**src/sv/assert_macros.svh**
```systemverilog
// assertion helpers included by cipher_header_parser
`ifndef ASSERT_MACROS_SVH
`define ASSERT_MACROS_SVH

// same-cycle implication, checked on the rising clock edge outside reset
`define CHP_ASSERT_NOW(label, clk, rst, cond, cons, msg) \
   label: assert property (@(posedge clk) disable iff (rst) (cond) |-> (cons)) \
      else $error(msg);

// next-cycle implication
`define CHP_ASSERT_NEXT(label, clk, rst, cond, cons, msg) \
   label: assert property (@(posedge clk) disable iff (rst) (cond) |=> (cons)) \
      else $error(msg);

`endif

```
**src/sv/chp_pkg.sv**
```systemverilog
`timescale 1ns / 1ps

package chp_pkg;

   typedef enum logic [2:0] {
      PH_FLAGS   = 3'd0,
      PH_KGUID   = 3'd1,
      PH_KOFF    = 3'd2,
      PH_KEYGUID = 3'd3,
      PH_OFFSET  = 3'd4,
      PH_LENGTH  = 3'd5,
      PH_ALG     = 3'd6,
      PH_DONE    = 3'd7
   } chp_phase_type;

   localparam logic [31:0] FLAG_INTERNAL     = 32'h4000_0000;
   localparam logic [31:0] FLAG_KERNEL       = 32'h2000_0000;
   localparam logic [31:0] FLAG_KEY_GUID     = 32'h1000_0000;
   localparam logic [31:0] FLAG_ALGORITHM    = 32'h0020_0000;
   localparam logic [31:0] FLAG_DECRYPT_ONCE = 32'h0080_0000;
   localparam logic [31:0] FLAG_VERIFY_KEY   = 32'h0040_0000;
   localparam logic [31:0] FLAG_END_CHAIN    = 32'h0010_0000;
   localparam logic [31:0] FLAG_TRAILER      = 32'h0000_0010;

   // size selector positions: bits 27:26 key offset, 25:24 text length
   localparam int OFFSET_SEL_LSB = 26;
   localparam int LENGTH_SEL_LSB = 24;

   localparam logic [5:0] COUNT_MAX = 6'd63;

   localparam logic STATUS_COMPLETE  = 1'b0;
   localparam logic STATUS_TRUNCATED = 1'b1;

   typedef struct packed {
      logic        status;
      logic        is_internal;
      logic [63:0] key_offset;
      logic [63:0] text_length;
      logic [7:0]  algorithm;
      logic [63:0] kernel_id_low;
      logic [63:0] kernel_id_high;
      logic [31:0] kernel_offset;
      logic [63:0] key_id_low;
      logic [63:0] key_id_high;
      logic [3:0]  option_bits;
      logic [5:0]  header_length;
   } chp_result_type;

   function automatic logic [4:0] sel_size(input logic [1:0] sel);
      logic [4:0] sz;
      case (sel)
         2'd1:    sz = 5'd2;
         2'd2:    sz = 5'd4;
         2'd3:    sz = 5'd8;
         default: sz = 5'd0;
      endcase
      return sz;
   endfunction

   // byte count of a phase under a flag word, zero when the field is absent
   function automatic logic [4:0] phase_size(input chp_phase_type ph, input logic [31:0] flags);
      logic       internal;
      logic [4:0] sz;
      internal = (flags & FLAG_INTERNAL) != 32'd0;
      case (ph)
         PH_FLAGS:   sz = 5'd4;
         PH_KGUID:   sz = (!internal && (flags & FLAG_KERNEL) != 32'd0) ? 5'd16 : 5'd0;
         PH_KOFF:    sz = (!internal && (flags & FLAG_KERNEL) != 32'd0) ? 5'd4 : 5'd0;
         PH_KEYGUID: sz = (!internal && (flags & FLAG_KEY_GUID) != 32'd0) ? 5'd16 : 5'd0;
         PH_OFFSET:  sz = internal ? 5'd0 : sel_size(flags[OFFSET_SEL_LSB +: 2]);
         PH_LENGTH:  sz = internal ? 5'd0 : sel_size(flags[LENGTH_SEL_LSB +: 2]);
         PH_ALG:     sz = (!internal && (flags & FLAG_ALGORITHM) != 32'd0) ? 5'd1 : 5'd0;
         default:    sz = 5'd0;
      endcase
      return sz;
   endfunction

   // first phase after ph that has bytes, or done
   function automatic chp_phase_type next_phase(input chp_phase_type ph,
                                                input logic [31:0] flags);
      chp_phase_type nxt;
      logic          found;
      nxt   = PH_DONE;
      found = 1'b0;
      for (int i = 1; i < 7; i++) begin
         if (!found && i > int'(ph) &&
             phase_size(chp_phase_type'(i[2:0]), flags) != 5'd0) begin
            nxt   = chp_phase_type'(i[2:0]);
            found = 1'b1;
         end
      end
      return nxt;
   endfunction

endpackage

```
**src/sv/chp_req_if.sv**
```systemverilog
`timescale 1ns / 1ps

interface chp_req_if;
   logic       valid;
   logic       ready;
   logic [7:0] data_byte;
   logic       last_byte;

   modport source (output valid, output data_byte, output last_byte, input ready);
   modport sink   (input valid, input data_byte, input last_byte, output ready);
endinterface

```
**src/sv/chp_rsp_if.sv**
```systemverilog
`timescale 1ns / 1ps

interface chp_rsp_if;
   logic        valid;
   logic        ready;
   logic        status;
   logic        is_internal;
   logic [63:0] key_offset;
   logic [63:0] text_length;
   logic [7:0]  algorithm;
   logic [63:0] kernel_id_low;
   logic [63:0] kernel_id_high;
   logic [31:0] kernel_offset;
   logic [63:0] key_id_low;
   logic [63:0] key_id_high;
   logic [3:0]  option_bits;
   logic [5:0]  header_length;

   modport source (output valid, output status, output is_internal, output key_offset,
                   output text_length, output algorithm, output kernel_id_low,
                   output kernel_id_high, output kernel_offset, output key_id_low,
                   output key_id_high, output option_bits, output header_length,
                   input ready);
   modport sink   (input valid, input status, input is_internal, input key_offset,
                   input text_length, input algorithm, input kernel_id_low,
                   input kernel_id_high, input kernel_offset, input key_id_low,
                   input key_id_high, input option_bits, input header_length,
                   output ready);
endinterface

```
**src/sv/chp_rsp_reg.sv**
```systemverilog
`timescale 1ns / 1ps

module chp_rsp_reg (
   input  logic                   clock,
   input  logic                   reset,
   input  logic                   load,
   input  chp_pkg::chp_result_type result,
   output logic                   free,
   chp_rsp_if.source              rsp_chan
);

   logic                   valid_ff;
   logic                   valid_in;
   chp_pkg::chp_result_type res_ff;

   // room for a new result when empty or when the held one leaves this cycle
   assign free = !valid_ff || rsp_chan.ready;

   always_comb begin
      valid_in = valid_ff;
      if (rsp_chan.ready) begin
         valid_in = 1'b0;
      end
      if (load) begin
         valid_in = 1'b1;
      end
   end

   always_ff @(posedge clock) begin
      if (reset) begin
         valid_ff <= 1'b0;
      end else begin
         valid_ff <= valid_in;
      end
   end

   always_ff @(posedge clock) begin
      if (load) begin
         res_ff <= result;
      end
   end

   assign rsp_chan.valid          = valid_ff;
   assign rsp_chan.status         = res_ff.status;
   assign rsp_chan.is_internal    = res_ff.is_internal;
   assign rsp_chan.key_offset     = res_ff.key_offset;
   assign rsp_chan.text_length    = res_ff.text_length;
   assign rsp_chan.algorithm      = res_ff.algorithm;
   assign rsp_chan.kernel_id_low  = res_ff.kernel_id_low;
   assign rsp_chan.kernel_id_high = res_ff.kernel_id_high;
   assign rsp_chan.kernel_offset  = res_ff.kernel_offset;
   assign rsp_chan.key_id_low     = res_ff.key_id_low;
   assign rsp_chan.key_id_high    = res_ff.key_id_high;
   assign rsp_chan.option_bits    = res_ff.option_bits;
   assign rsp_chan.header_length  = res_ff.header_length;

endmodule

```
**src/sv/cipher_header_parser.sv**
```systemverilog
`timescale 1ns / 1ps
// Cipher text header parser.
// req_chan carries one packet byte per transfer (data_byte, last_byte marks the
// final byte). rsp_chan carries one decoded header per packet: either the full
// header once its last field byte arrives, or a truncation report (status 1)
// when the packet ends first. Bytes after the header are dropped up to the last.
// Throughput: one byte per cycle while ready is high. Each header byte only
// lands in a field register and moves the phase and byte counters; the result
// of a byte is formed in the same cycle and held in an output register.
// Output: the result is registered and appears on rsp_chan in the cycle after
// the byte that completes (or truncates) the header.
// Stall: req_chan.ready stays high while the output register is empty or being
// drained; when the receiver holds off with a result pending, ready drops and
// no byte is taken until that result transfers.
// Reset: synchronous, active high; empties the output register and restarts
// parsing at the flag word of a new packet. Ready is low during reset.

`include "assert_macros.svh"

module cipher_header_parser (
   input  logic      clock,
   input  logic      reset,
   chp_req_if.sink   req_chan,
   chp_rsp_if.source rsp_chan
);

   chp_pkg::chp_phase_type phase_ff, phase_in;
   logic [4:0]             fcount_ff, fcount_in;
   logic [31:0]            flag_ff, flag_in;
   logic [5:0]             consumed_ff, consumed_in;
   logic [63:0]            kguid_ff[2], kguid_in[2];
   logic [63:0]            keyguid_ff[2], keyguid_in[2];
   logic [31:0]            koff_ff, koff_in;
   logic [63:0]            offset_ff, offset_in;
   logic [63:0]            length_ff, length_in;
   logic [7:0]             alg_ff, alg_in;
   logic                   skip_ff, skip_in;

   logic                    out_free;
   logic                    accept;
   logic                    emit;
   logic                    clear_pkt;
   logic [4:0]              fcount_nxt;
   logic                    internal;
   chp_pkg::chp_result_type result;

   assign req_chan.ready = out_free && !reset;
   assign accept         = req_chan.valid && req_chan.ready;

   always_comb begin
      phase_in      = phase_ff;
      fcount_in     = fcount_ff;
      flag_in       = flag_ff;
      consumed_in   = consumed_ff;
      kguid_in      = kguid_ff;
      keyguid_in    = keyguid_ff;
      koff_in       = koff_ff;
      offset_in     = offset_ff;
      length_in     = length_ff;
      alg_in        = alg_ff;
      skip_in       = skip_ff;
      emit          = 1'b0;
      clear_pkt     = 1'b0;
      result        = '0;
      fcount_nxt    = fcount_ff + 5'd1;
      internal      = 1'b0;

      if (accept) begin
         if (skip_ff || phase_ff == chp_pkg::PH_DONE) begin
            if (req_chan.last_byte) begin
               clear_pkt = 1'b1;
            end else begin
               skip_in = 1'b1;
            end
         end else begin
            if (consumed_ff < chp_pkg::COUNT_MAX) begin
               consumed_in = consumed_ff + 6'd1;
            end
            case (phase_ff)
               chp_pkg::PH_FLAGS: begin
                  flag_in[{fcount_ff[1:0], 3'b000} +: 8] = req_chan.data_byte;
               end
               chp_pkg::PH_KGUID: begin
                  kguid_in[fcount_ff[3]][{fcount_ff[2:0], 3'b000} +: 8] = req_chan.data_byte;
               end
               chp_pkg::PH_KOFF: begin
                  koff_in[{fcount_ff[1:0], 3'b000} +: 8] = req_chan.data_byte;
               end
               chp_pkg::PH_KEYGUID: begin
                  keyguid_in[fcount_ff[3]][{fcount_ff[2:0], 3'b000} +: 8] =
                     req_chan.data_byte;
               end
               chp_pkg::PH_OFFSET: begin
                  offset_in[{fcount_ff[2:0], 3'b000} +: 8] = req_chan.data_byte;
               end
               chp_pkg::PH_LENGTH: begin
                  length_in[{fcount_ff[2:0], 3'b000} +: 8] = req_chan.data_byte;
               end
               chp_pkg::PH_ALG: begin
                  alg_in = req_chan.data_byte;
               end
               default: begin
               end
            endcase

            // field complete: move to the next field the flags ask for
            if (fcount_nxt >= chp_pkg::phase_size(phase_ff, flag_in)) begin
               fcount_in = 5'd0;
               phase_in  = chp_pkg::next_phase(phase_ff, flag_in);
            end else begin
               fcount_in = fcount_nxt;
            end

            internal = (flag_in & chp_pkg::FLAG_INTERNAL) != 32'd0;

            if (phase_in == chp_pkg::PH_DONE) begin
               emit                  = 1'b1;
               result.status         = chp_pkg::STATUS_COMPLETE;
               result.is_internal    = internal;
               result.key_offset     = internal ? {48'd0, flag_in[23:8]} : offset_in;
               result.text_length    = length_in;
               result.algorithm      = alg_in;
               result.kernel_id_low  = kguid_in[0];
               result.kernel_id_high = kguid_in[1];
               result.kernel_offset  = koff_in;
               result.key_id_low     = keyguid_in[0];
               result.key_id_high    = keyguid_in[1];
               if (!internal) begin
                  result.option_bits[0] = (flag_in & chp_pkg::FLAG_DECRYPT_ONCE) != 32'd0;
                  result.option_bits[1] = (flag_in & chp_pkg::FLAG_VERIFY_KEY) != 32'd0;
                  result.option_bits[2] = (flag_in & chp_pkg::FLAG_END_CHAIN) != 32'd0;
                  result.option_bits[3] = (flag_in & chp_pkg::FLAG_TRAILER) != 32'd0;
               end
               result.header_length  = consumed_in;
               if (req_chan.last_byte) begin
                  clear_pkt = 1'b1;
               end else begin
                  skip_in = 1'b1;
               end
            end else if (req_chan.last_byte) begin
               emit                 = 1'b1;
               result.status        = chp_pkg::STATUS_TRUNCATED;
               result.header_length = consumed_in;
               clear_pkt            = 1'b1;
            end
         end
      end

      if (clear_pkt) begin
         phase_in    = chp_pkg::PH_FLAGS;
         fcount_in   = 5'd0;
         flag_in     = 32'd0;
         consumed_in = 6'd0;
         kguid_in    = '{64'd0, 64'd0};
         keyguid_in  = '{64'd0, 64'd0};
         koff_in     = 32'd0;
         offset_in   = 64'd0;
         length_in   = 64'd0;
         alg_in      = 8'd0;
         skip_in     = 1'b0;
      end
   end

   always_ff @(posedge clock) begin
      if (reset) begin
         phase_ff    <= chp_pkg::PH_FLAGS;
         fcount_ff   <= 5'd0;
         flag_ff     <= 32'd0;
         consumed_ff <= 6'd0;
         kguid_ff    <= '{64'd0, 64'd0};
         keyguid_ff  <= '{64'd0, 64'd0};
         koff_ff     <= 32'd0;
         offset_ff   <= 64'd0;
         length_ff   <= 64'd0;
         alg_ff      <= 8'd0;
         skip_ff     <= 1'b0;
      end else begin
         phase_ff    <= phase_in;
         fcount_ff   <= fcount_in;
         flag_ff     <= flag_in;
         consumed_ff <= consumed_in;
         kguid_ff    <= kguid_in;
         keyguid_ff  <= keyguid_in;
         koff_ff     <= koff_in;
         offset_ff   <= offset_in;
         length_ff   <= length_in;
         alg_ff      <= alg_in;
         skip_ff     <= skip_in;
      end
   end

   chp_rsp_reg u_rsp_reg (
      .clock    (clock),
      .reset    (reset),
      .load     (emit),
      .result   (result),
      .free     (out_free),
      .rsp_chan (rsp_chan)
   );

   // no field is longer than sixteen bytes
   `CHP_ASSERT_NOW(a_fcount_range, clock, reset, 1'b1, fcount_ff < 5'd16,
      "field byte count out of range")
   // the longest header is 57 bytes
   `CHP_ASSERT_NOW(a_consumed_range, clock, reset, 1'b1, consumed_ff <= 6'd57,
      "header byte count past the longest header")
   // skipping only follows a header that took at least one byte
   `CHP_ASSERT_NOW(a_skip_after_header, clock, reset, skip_ff, consumed_ff != 6'd0,
      "skipping with no header consumed")
   // a last byte always restarts the parser on a fresh packet
   `CHP_ASSERT_NEXT(a_last_restarts, clock, reset, accept && req_chan.last_byte,
      phase_ff == chp_pkg::PH_FLAGS && consumed_ff == 6'd0 && !skip_ff,
      "parser not restarted after last byte")

endmodule
```
**src/flat_wrapper.sv**
```systemverilog
// flat-port wrapper written by rule: the top's interface ports become plain ports
module cipher_header_parser_flat 
  (clock, reset, req_chan_valid, req_chan_data_byte, req_chan_last_byte, req_chan_ready, rsp_chan_valid, rsp_chan_status, rsp_chan_is_internal, rsp_chan_key_offset, rsp_chan_text_length, rsp_chan_algorithm, rsp_chan_kernel_id_low, rsp_chan_kernel_id_high, rsp_chan_kernel_offset, rsp_chan_key_id_low, rsp_chan_key_id_high, rsp_chan_option_bits, rsp_chan_header_length, rsp_chan_ready);
  chp_req_if req_chan_i ();
  chp_rsp_if rsp_chan_i ();
  input  logic clock;
  input  logic reset;
  input wire logic [$bits(req_chan_i.valid)-1:0] req_chan_valid;
  input wire logic [$bits(req_chan_i.data_byte)-1:0] req_chan_data_byte;
  input wire logic [$bits(req_chan_i.last_byte)-1:0] req_chan_last_byte;
  output wire logic [$bits(req_chan_i.ready)-1:0] req_chan_ready;
  output wire logic [$bits(rsp_chan_i.valid)-1:0] rsp_chan_valid;
  output wire logic [$bits(rsp_chan_i.status)-1:0] rsp_chan_status;
  output wire logic [$bits(rsp_chan_i.is_internal)-1:0] rsp_chan_is_internal;
  output wire logic [$bits(rsp_chan_i.key_offset)-1:0] rsp_chan_key_offset;
  output wire logic [$bits(rsp_chan_i.text_length)-1:0] rsp_chan_text_length;
  output wire logic [$bits(rsp_chan_i.algorithm)-1:0] rsp_chan_algorithm;
  output wire logic [$bits(rsp_chan_i.kernel_id_low)-1:0] rsp_chan_kernel_id_low;
  output wire logic [$bits(rsp_chan_i.kernel_id_high)-1:0] rsp_chan_kernel_id_high;
  output wire logic [$bits(rsp_chan_i.kernel_offset)-1:0] rsp_chan_kernel_offset;
  output wire logic [$bits(rsp_chan_i.key_id_low)-1:0] rsp_chan_key_id_low;
  output wire logic [$bits(rsp_chan_i.key_id_high)-1:0] rsp_chan_key_id_high;
  output wire logic [$bits(rsp_chan_i.option_bits)-1:0] rsp_chan_option_bits;
  output wire logic [$bits(rsp_chan_i.header_length)-1:0] rsp_chan_header_length;
  input wire logic [$bits(rsp_chan_i.ready)-1:0] rsp_chan_ready;
  assign req_chan_i.valid = req_chan_valid;
  assign req_chan_i.data_byte = req_chan_data_byte;
  assign req_chan_i.last_byte = req_chan_last_byte;
  assign req_chan_ready = req_chan_i.ready;
  assign rsp_chan_valid = rsp_chan_i.valid;
  assign rsp_chan_status = rsp_chan_i.status;
  assign rsp_chan_is_internal = rsp_chan_i.is_internal;
  assign rsp_chan_key_offset = rsp_chan_i.key_offset;
  assign rsp_chan_text_length = rsp_chan_i.text_length;
  assign rsp_chan_algorithm = rsp_chan_i.algorithm;
  assign rsp_chan_kernel_id_low = rsp_chan_i.kernel_id_low;
  assign rsp_chan_kernel_id_high = rsp_chan_i.kernel_id_high;
  assign rsp_chan_kernel_offset = rsp_chan_i.kernel_offset;
  assign rsp_chan_key_id_low = rsp_chan_i.key_id_low;
  assign rsp_chan_key_id_high = rsp_chan_i.key_id_high;
  assign rsp_chan_option_bits = rsp_chan_i.option_bits;
  assign rsp_chan_header_length = rsp_chan_i.header_length;
  assign rsp_chan_i.ready = rsp_chan_ready;
  cipher_header_parser u_core (.clock(clock), .reset(reset), .req_chan(req_chan_i), .rsp_chan(rsp_chan_i));
endmodule
```
**config.mk**
```make
export PLATFORM = sky130hd
export DESIGN_NAME = cipher_header_parser_flat
export DESIGN_NICKNAME = d
export VERILOG_FILES = /design/src/sv/chp_pkg.sv /design/src/sv/chp_req_if.sv /design/src/sv/chp_rsp_if.sv /design/src/sv/chp_rsp_reg.sv /design/src/sv/cipher_header_parser.sv /design/src/flat_wrapper.sv
export VERILOG_INCLUDE_DIRS = /design/src /design/src/sv
export SDC_FILE = /design/constraint.sdc
export NUM_CORES = 2
export LEC_CHECK = 0
export ABC_AREA = 0
export BUFFER_PORTS_ARGS = -buffer_cell sky130_fd_sc_hd__buf_2
export CORE_ASPECT_RATIO = 0.5
export CORE_MARGIN = 3
export CORE_UTILIZATION = 45
export CTS_CLUSTER_DIAMETER = 100
export DETAILED_ROUTE_END_ITERATION = 12
export GPL_TIMING_DRIVEN = 0
export SLEW_MARGIN = 40
export SYNTH_ARGS = -nofsm -noshare
export SYNTH_HDL_FRONTEND = slang
export SYNTH_HIERARCHICAL = 1
export SYNTH_SLANG_ARGS = --single-unit
```
**constraint.sdc**
```tcl
create_clock -name clock -period 39.2 [get_ports clock]
set_clock_uncertainty 0.15 [all_clocks]
set_input_delay 5.88 -clock clock [delete_from_list [all_inputs] [get_ports clock]]
set_output_delay 5.88 -clock clock [all_outputs]
set_load 0.05 [all_outputs]
```
=== After elaboration in Yosys (flattened, before gate mapping) ===
Cells that the tools add are included.

* Register bits after elaboration: 908
* Logic and storage cells: 199

* $add $sub $neg: 4
* Magnitude comparators: 10
* Equal/unequal tests: 15
* Shift-type cells: 4
* Mux-type cells: 90
* Bitwise logic cells: 4
* Reductions and logical operators: 44

{| class="wikitable"
|+ Operator list
! cell !! count
|-
| 128-bit bitwise mux || 2
|-
| 128-bit two-way mux || 2
|-
| 64-bit two-way mux || 3
|-
| 64-bit bitwise mux || 2
|-
| 32-bit two-way mux || 4
|-
| 5-bit two-way mux || 23
|-
| 32-bit bitwise mux || 2
|-
| 64-bit demux with 1-bit select || 1
|-
| 8-bit by 8-bit variable shift with 64-bit output, first input constant || 1
|-
| 8-bit by 8-bit indexed part select with 64-bit output || 1
|-
| 5-bit case mux with 7 select lines || 1
|-
| 8-bit by 7-bit variable shift with 32-bit output, first input constant || 1
|-
| 8-bit by 7-bit indexed part select with 32-bit output || 1
|-
| 1-bit two-way mux || 31
|-
| 3-bit two-way mux || 10
|-
| 5-bit nonzero test || 6
|-
| 4-bit case mux with 3 select lines || 2
|-
| 6-bit two-way mux || 3
|-
| 1-bit logical AND || 17
|-
| 16-bit two-way mux || 1
|-
| 3-bit == test, second input constant || 5
|-
| 3-bit greater-than comparator, first input constant || 3
|-
| 2-bit == test, second input constant || 4
|-
| 1-bit logical NOT || 8
|-
| other kinds (26) || 37
|}

=== Depth between registers and ports, before layout ===
* Word-level depth: 62
* Gate-level depth with buffers: 20

=== Hierarchy ===
The synthesis kept the hierarchy.

{| class="wikitable"
|+ By module, submodules not included
! module !! instances !! cells each !! area an instance (µm²) !! seq. area each (µm²)
|-
| cipher_header_parser || 1 || 3425 || 26331.5 || 9268.9
|-
| chp_rsp_reg || 1 || 440 || 13138.9 || 13112.6
|}

=== Worst setup path before layout ===
OpenSTA, ideal clock, no wires.

* Kind: input port to flip-flop
* Start: input port req_chan_data_byte[6]
* End: register u_core.u_rsp_reg.valid_ff, in the netlist u_core/u_rsp_reg/rsp_chan.valid
* Arrival: 27.688 ns
* Slack: 11.243 ns
* Cell stages on the path: 13
* Path through: nor4bb_1 -> mux2i_1 -> clkbuf_1 -> nor3b_1 -> ha_1 -> nand2b_1 -> a211oi_1 -> o21ai_0 -> nor2_1 -> o311ai_1 -> nor2_1 -> inv_1 -> a21oi_2

* Cells in the longest elaborated chain, start to end: 57
* Elaborated cells on any way between the ends: 102
* Those cells by class: order compare: 1; eq/ne: 7; shift: 1; mux: 66; reduce/logical: 27

{| class="wikitable"
|+ RTL lines
! element !! RTL line !! RTL
|-
| start, declared || flat_wrapper.sv:9 || <nowiki>input wire logic [$bits(req_chan_i.data_byte)-1:0] req_chan_data_byte;</nowiki>
|-
| 8-bit by 7-bit indexed part select with 32-bit output (*) || cipher_header_parser.sv:81 || <nowiki>flag_in[{fcount_ff[1:0], 3'b000} +: 8] = req_chan.data_byte;</nowiki>
|-
| 32-bit bitwise mux (*) || cipher_header_parser.sv:81 ||
|-
| 32-bit two-way mux (*) || cipher_header_parser.sv:79 || <nowiki>case (phase_ff)</nowiki>
|-
| 32-bit two-way mux (*) || cipher_header_parser.sv:69 || <nowiki>if (skip_ff || phase_ff == chp_pkg::PH_DONE) begin</nowiki>
|-
| 32-bit two-way mux (*) || cipher_header_parser.sv:68 || <nowiki>if (accept) begin</nowiki>
|-
| 1-bit logical NOT || - ||
|-
| 1-bit logical AND || chp_pkg.sv:67, chp_pkg.sv:68 ||
|-
| 5-bit two-way mux || chp_pkg.sv:67 || <nowiki>PH_KGUID: sz = (!internal && (flags & FLAG_KERNEL) != 32'd0) ? 5'd16 : 5'd0;</nowiki>
|-
| [... 42 more ...] || - ||
|-
| 3-bit two-way mux (*) || cipher_header_parser.sv:69 ||
|-
| 3-bit two-way mux (*) || cipher_header_parser.sv:68 ||
|-
| 3-bit == test (*) || cipher_header_parser.sv:116 || <nowiki>if (phase_in == chp_pkg::PH_DONE) begin</nowiki>
|-
| 1-bit two-way mux (*) || cipher_header_parser.sv:116 ||
|-
| 1-bit two-way mux (*) || cipher_header_parser.sv:69 ||
|-
| 1-bit two-way mux (*) || cipher_header_parser.sv:68 ||
|-
| named net u_core.emit || cipher_header_parser.sv:41 || <nowiki>logic emit;</nowiki>
|-
| 1-bit two-way mux or 2-bit nonzero test (tied branches) || - ||
|-
| end signal, assigned || chp_rsp_reg.sv:33 || <nowiki>valid_ff <= valid_in;</nowiki>
|-
| end, declared || chp_rsp_reg.sv:12 || <nowiki>logic valid_ff;</nowiki>
|}

Mark *: on every way through the listed nets, which the timed path passes. The rest lies on a longest branch. The select of a mux whose other input is x is not followed.
A chain may end at the register's enable or synchronous reset.

=== Worst setup path after layout ===
* Start: input port rsp_chan_ready
* End: output port req_chan_ready

* Cells in the longest elaborated chain, start to end: 2

{| class="wikitable"
|+ RTL lines
! element !! RTL line !! RTL
|-
| start, declared || flat_wrapper.sv:25 || <nowiki>input wire logic [$bits(rsp_chan_i.ready)-1:0] rsp_chan_ready;</nowiki>
|-
| 1-bit logical OR || chp_rsp_reg.sv:17 || <nowiki>assign free = !valid_ff || rsp_chan.ready;</nowiki>
|-
| named net u_core.out_free || cipher_header_parser.sv:39 || <nowiki>logic out_free;</nowiki>
|-
| 1-bit logical AND || cipher_header_parser.sv:47 || <nowiki>assign req_chan.ready = out_free && !reset;</nowiki>
|-
| end, declared || flat_wrapper.sv:11 || <nowiki>output wire logic [$bits(req_chan_i.ready)-1:0] req_chan_ready;</nowiki>
|}

The timed path passes the listed nets, and every way through them passes these cells.

==> results.toml <==
[floorplanning]
die_x_um = 425
rows = 76
start_util = 0.456
die_h_um = 215
pin_count = 451
die-area_um2 = 91500
core_area_um2 = 86500

[place]
place_ws_ps = 26670
port_buffers = 447
place.gp.congestion = 1.00
dp_hpwl_um = 111000

[worst_setup_path]
worstSetupPathType = "in -> out"
crit_path_max_incr_delay_ps = 270
crit_required_ps = 33170
cp-start-kind = "input port"
cp_top_family = "buffers and inverters"
path_cells = "buf_2, nand2b_4, nor2b_1, buf_2"
end_kind = "primary output"
slowest_stage = "buf_2"
cp.arrival_ps = 6490
crit_top_cell = "buf_2"
critPathMaxFanout = 7
crit_buf_inv = 2

[sta]
setup_tns_ps = 0
timing.fmax_mhz = 79.8
hold_viol = 0
report.final.slew_viol_count = 0
setup_violations = 0
fin_ws_ps = 26680
relSlewSlack = 0.350
min_period_over_period = 0.319
tightest_slew_ps = 975
rsz0062_at_grt = "no"
min_period_ps = 12520

[cells_and_area]
fin_util = 0.540
fill_cells = 7775
regArea_um2 = 22400
area_growth_pct = 18.4
multi_input_area_um2 = 15600
drive_gt1_frac = 0.182
nNetsFinal = 4450
diodes = 0

[clocking]
cts_root_buf = "clkbuf_16"
hold_buffers = 0
clk_latency_ps = 670
clk_pin_slew_worst_paths_ps = 60
cts_made_buffers = 82
tritoncts = "yes"
cts_sinks = 900
htreeDepth = 3
postCtsSetupBuffers = 0
cts_max_path_buffers = 3
cts_resized = 0

[grt]
antenna_found_initial = 9
busiest_layer = "met2"
use_met1 = 0.450
grt_pass1_wl_um = 219000
overflow = 0
use_met3 = 0.0874
grt_use_total = 0.327
use_met2 = 0.494
grt_max_degree = 24
grt_pass1_vias = 32400

[synth]
synth.avg_cell_area_um2 = 10.2
syn-num-nets = 3891
ys_seq_elements = 900
syn_area_um2 = 39500
synth_flop_cell = "dfxtp_1"
synth_cell_types = 67
syn-instance-count = 3865
ys_seq_area_frac = 0.567
async_reset_ff_frac = 0
synth_edf_count = 436
ys_warn_count = 6

[outcome]
outcome = "complete, no violations"

[pwr]
peakVddDrop_mv = 0.0267
p_per_area_nw_per_um2 = 42.4
p_leak_nw = 16.8

[detailed_routing]
wl_per_cell_um = 27.3
totalWireLength_um = 154000
vias_per_cell = 6.04
drc = 0
drt_iter0_drc = 4803
antenna_left = 0
vias = 34200
drtPass1Iterations = 7

[job]
maxCapViolations = 0

[hold_path]
holdCritPathClass = "reg -> reg"
[stage by stage]
stage / power, mW / hold slack [ps] / instances / area [um^2]
6_report: 1.98 / 304 / 5660 / 46700
5_1_grt: 2.03 / 319 / 5660 / 46700
3_3_place_gp: 1.16 / 287 / 5482 / 43200
2_1_floorplan: 1.10 / 276 / 3865 / 39500
3_5_place_dp: 1.15 / 296 / 5510 / 44000
4_1_cts: 1.98 / 304 / 5660 / 46700
[state kept, by name (all words and copies together) (netlist names), 3 cells and up]
| register | count |
|---|---|
| u_core/u_rsp_reg/rsp_chan.kernel_offset | 32 |
| u_core/u_rsp_reg/rsp_chan.key_id_low | 64 |
| u_core/offset_ff | 64 |
| u_core/u_rsp_reg/rsp_chan.text_length | 64 |
| u_core/u_rsp_reg/rsp_chan.kernel_id_low | 64 |
| u_core/keyguid_ff | 128 |
| u_core/koff_ff | 32 |
| u_core/phase_ff | 3 |
| u_core/u_rsp_reg/rsp_chan.algorithm | 8 |
| u_core/u_rsp_reg/rsp_chan.kernel_id_high | 64 |
| u_core/u_rsp_reg/rsp_chan.key_id_high | 64 |
| u_core/consumed_ff | 6 |
| u_core/fcount_ff | 5 |
| u_core/u_rsp_reg/rsp_chan.option_bits | 4 |
| u_core/u_rsp_reg/rsp_chan.key_offset | 64 |
| u_core/kguid_ff | 128 |
| u_core/flag_ff | 24 |
| u_core/length_ff | 64 |
| u_core/u_rsp_reg/rsp_chan.header_length | 6 |
| u_core/alg_ff | 8 |
[cells in the final DEF (no fill, tap or decap), types with 4 or more instances in the layout]
master,Yosys,layout
buf_16,0,16
and3_1,8,8
nand3_1,189,189
inv_1,7,9
clkbuf_1,326,248
nor2b_1,5,5
o21a_1,4,4
buf_6,5,5
clkinv_1,1,11
a21oi_1,379,379
nor2_1,326,320
clkbuf_8,0,9
clkbuf_2,0,96
nor4_2,24,26
nor2_2,7,11
edfxtp_1,436,436
nor3_1,30,26
clkbuf_16,0,85
buf_8,0,9
clkinv_2,0,11
and2_1,5,5
a31oi_1,4,4
a211oi_1,10,10
ha_1,13,13
bufinv_16,0,9
buf_2,51,500
nand4_1,4,4
nor4_1,390,388
nor3b_1,7,5
nor3_2,1,4
o21ai_0,145,145
mux2i_1,491,490
o211ai_1,6,6
dfxtp_1,464,464
mux2_2,5,5
nand2_1,463,463
xnor2_1,4,4
buf_4,5,6
[cell families after synthesis]
kind of cell / after synthesis / share of synthesized area
AND/OR/NAND/NOR: 1480 / 0.184
flip-flops: 900 / 0.567
AO/OA/AOI/OAI: 572 / 0.0767
multiplexers: 496 / 0.126
buffers and inverters: 398 / 0.0409
adder cells (fa/ha/maj): 13 / 0.00412
XOR/XNOR: 6 / 0.00133
[routing by layer]
metal,routed length (um),part of all wire
met5,35,0.00023
met4,5880,0.038
met3,17300,0.11
met2,67700,0.44
met1,63400,0.41
[path summary, 6_finish.rpt]
| check | startpoint | end | slack, ps | depth (start not counted) |
|---|---|---|---|---|
| worst max-delay path | rsp_chan_ready | req_chan_ready | 26680 | 4 |
| worst min-delay path | u_core/keyguid_ff[33] | u_core/keyguid_ff[33] | 300 | 2 |
| worst max register to register | u_core/fcount_ff[0] | u_core/u_rsp_reg/rsp_chan.key_offset[60] | 31490 | 24 |
| worst min register to register | u_core/keyguid_ff[33] | u_core/keyguid_ff[33] | 300 | 2 |
[cells in the mapped netlist (6+ instances only)]
cell type / n / area share
clkbuf_1: 326 / 0.031
a211oi_1: 10 / 0.0019
buf_2: 51 / 0.0065
dfxtp_1: 464 / 0.24
ha_1: 13 / 0.0041
o21ai_0: 145 / 0.018
inv_1: 7 / 0.00067
nand2_1: 463 / 0.044
a21oi_1: 379 / 0.048
and3_1: 8 / 0.0013
nor3b_1: 7 / 0.0013
nor4_2: 24 / 0.0076
mux2i_1: 491 / 0.12
o211ai_1: 6 / 0.0011
edfxtp_1: 436 / 0.33
nor3_1: 30 / 0.0038
nor2_2: 7 / 0.0011
nor2_1: 326 / 0.031
nand3_1: 189 / 0.024
nor4_1: 390 / 0.062
[report_power, final]
part | total (mW) | switching, mW | internal, mW
logic | 0.146 | 0.124 | 0.0221
clock network | 0.841 | 0.366 | 0.475
registers | 0.992 | 0.00339 | 0.988
total | 1.98 | 0.493 | 1.48
[layout make-up]
type,instances,share of cell area
plain buffers,390,0.0365
clock buffers,112,0.0497
clock inverters,38,0.00900
inverters,8,0.000643
multi-input cells,2567,0.333
flip-flops and latches,900,0.479
well taps,1170,0.0313
repair buffers,475,0.0606
[worst reg2reg max path: cells and delay by family, from the launching register on]
family / cells / cell delay, ps
compound gates: 3 / 1000
fa+ha+maj: 2 / 620
mux: 1 / 390
flops: 1 / 540
simple gates: 5 / 1650
buf+inv: 13 / 3110
No activity file was read; power rests on OpenSTA's default activity.
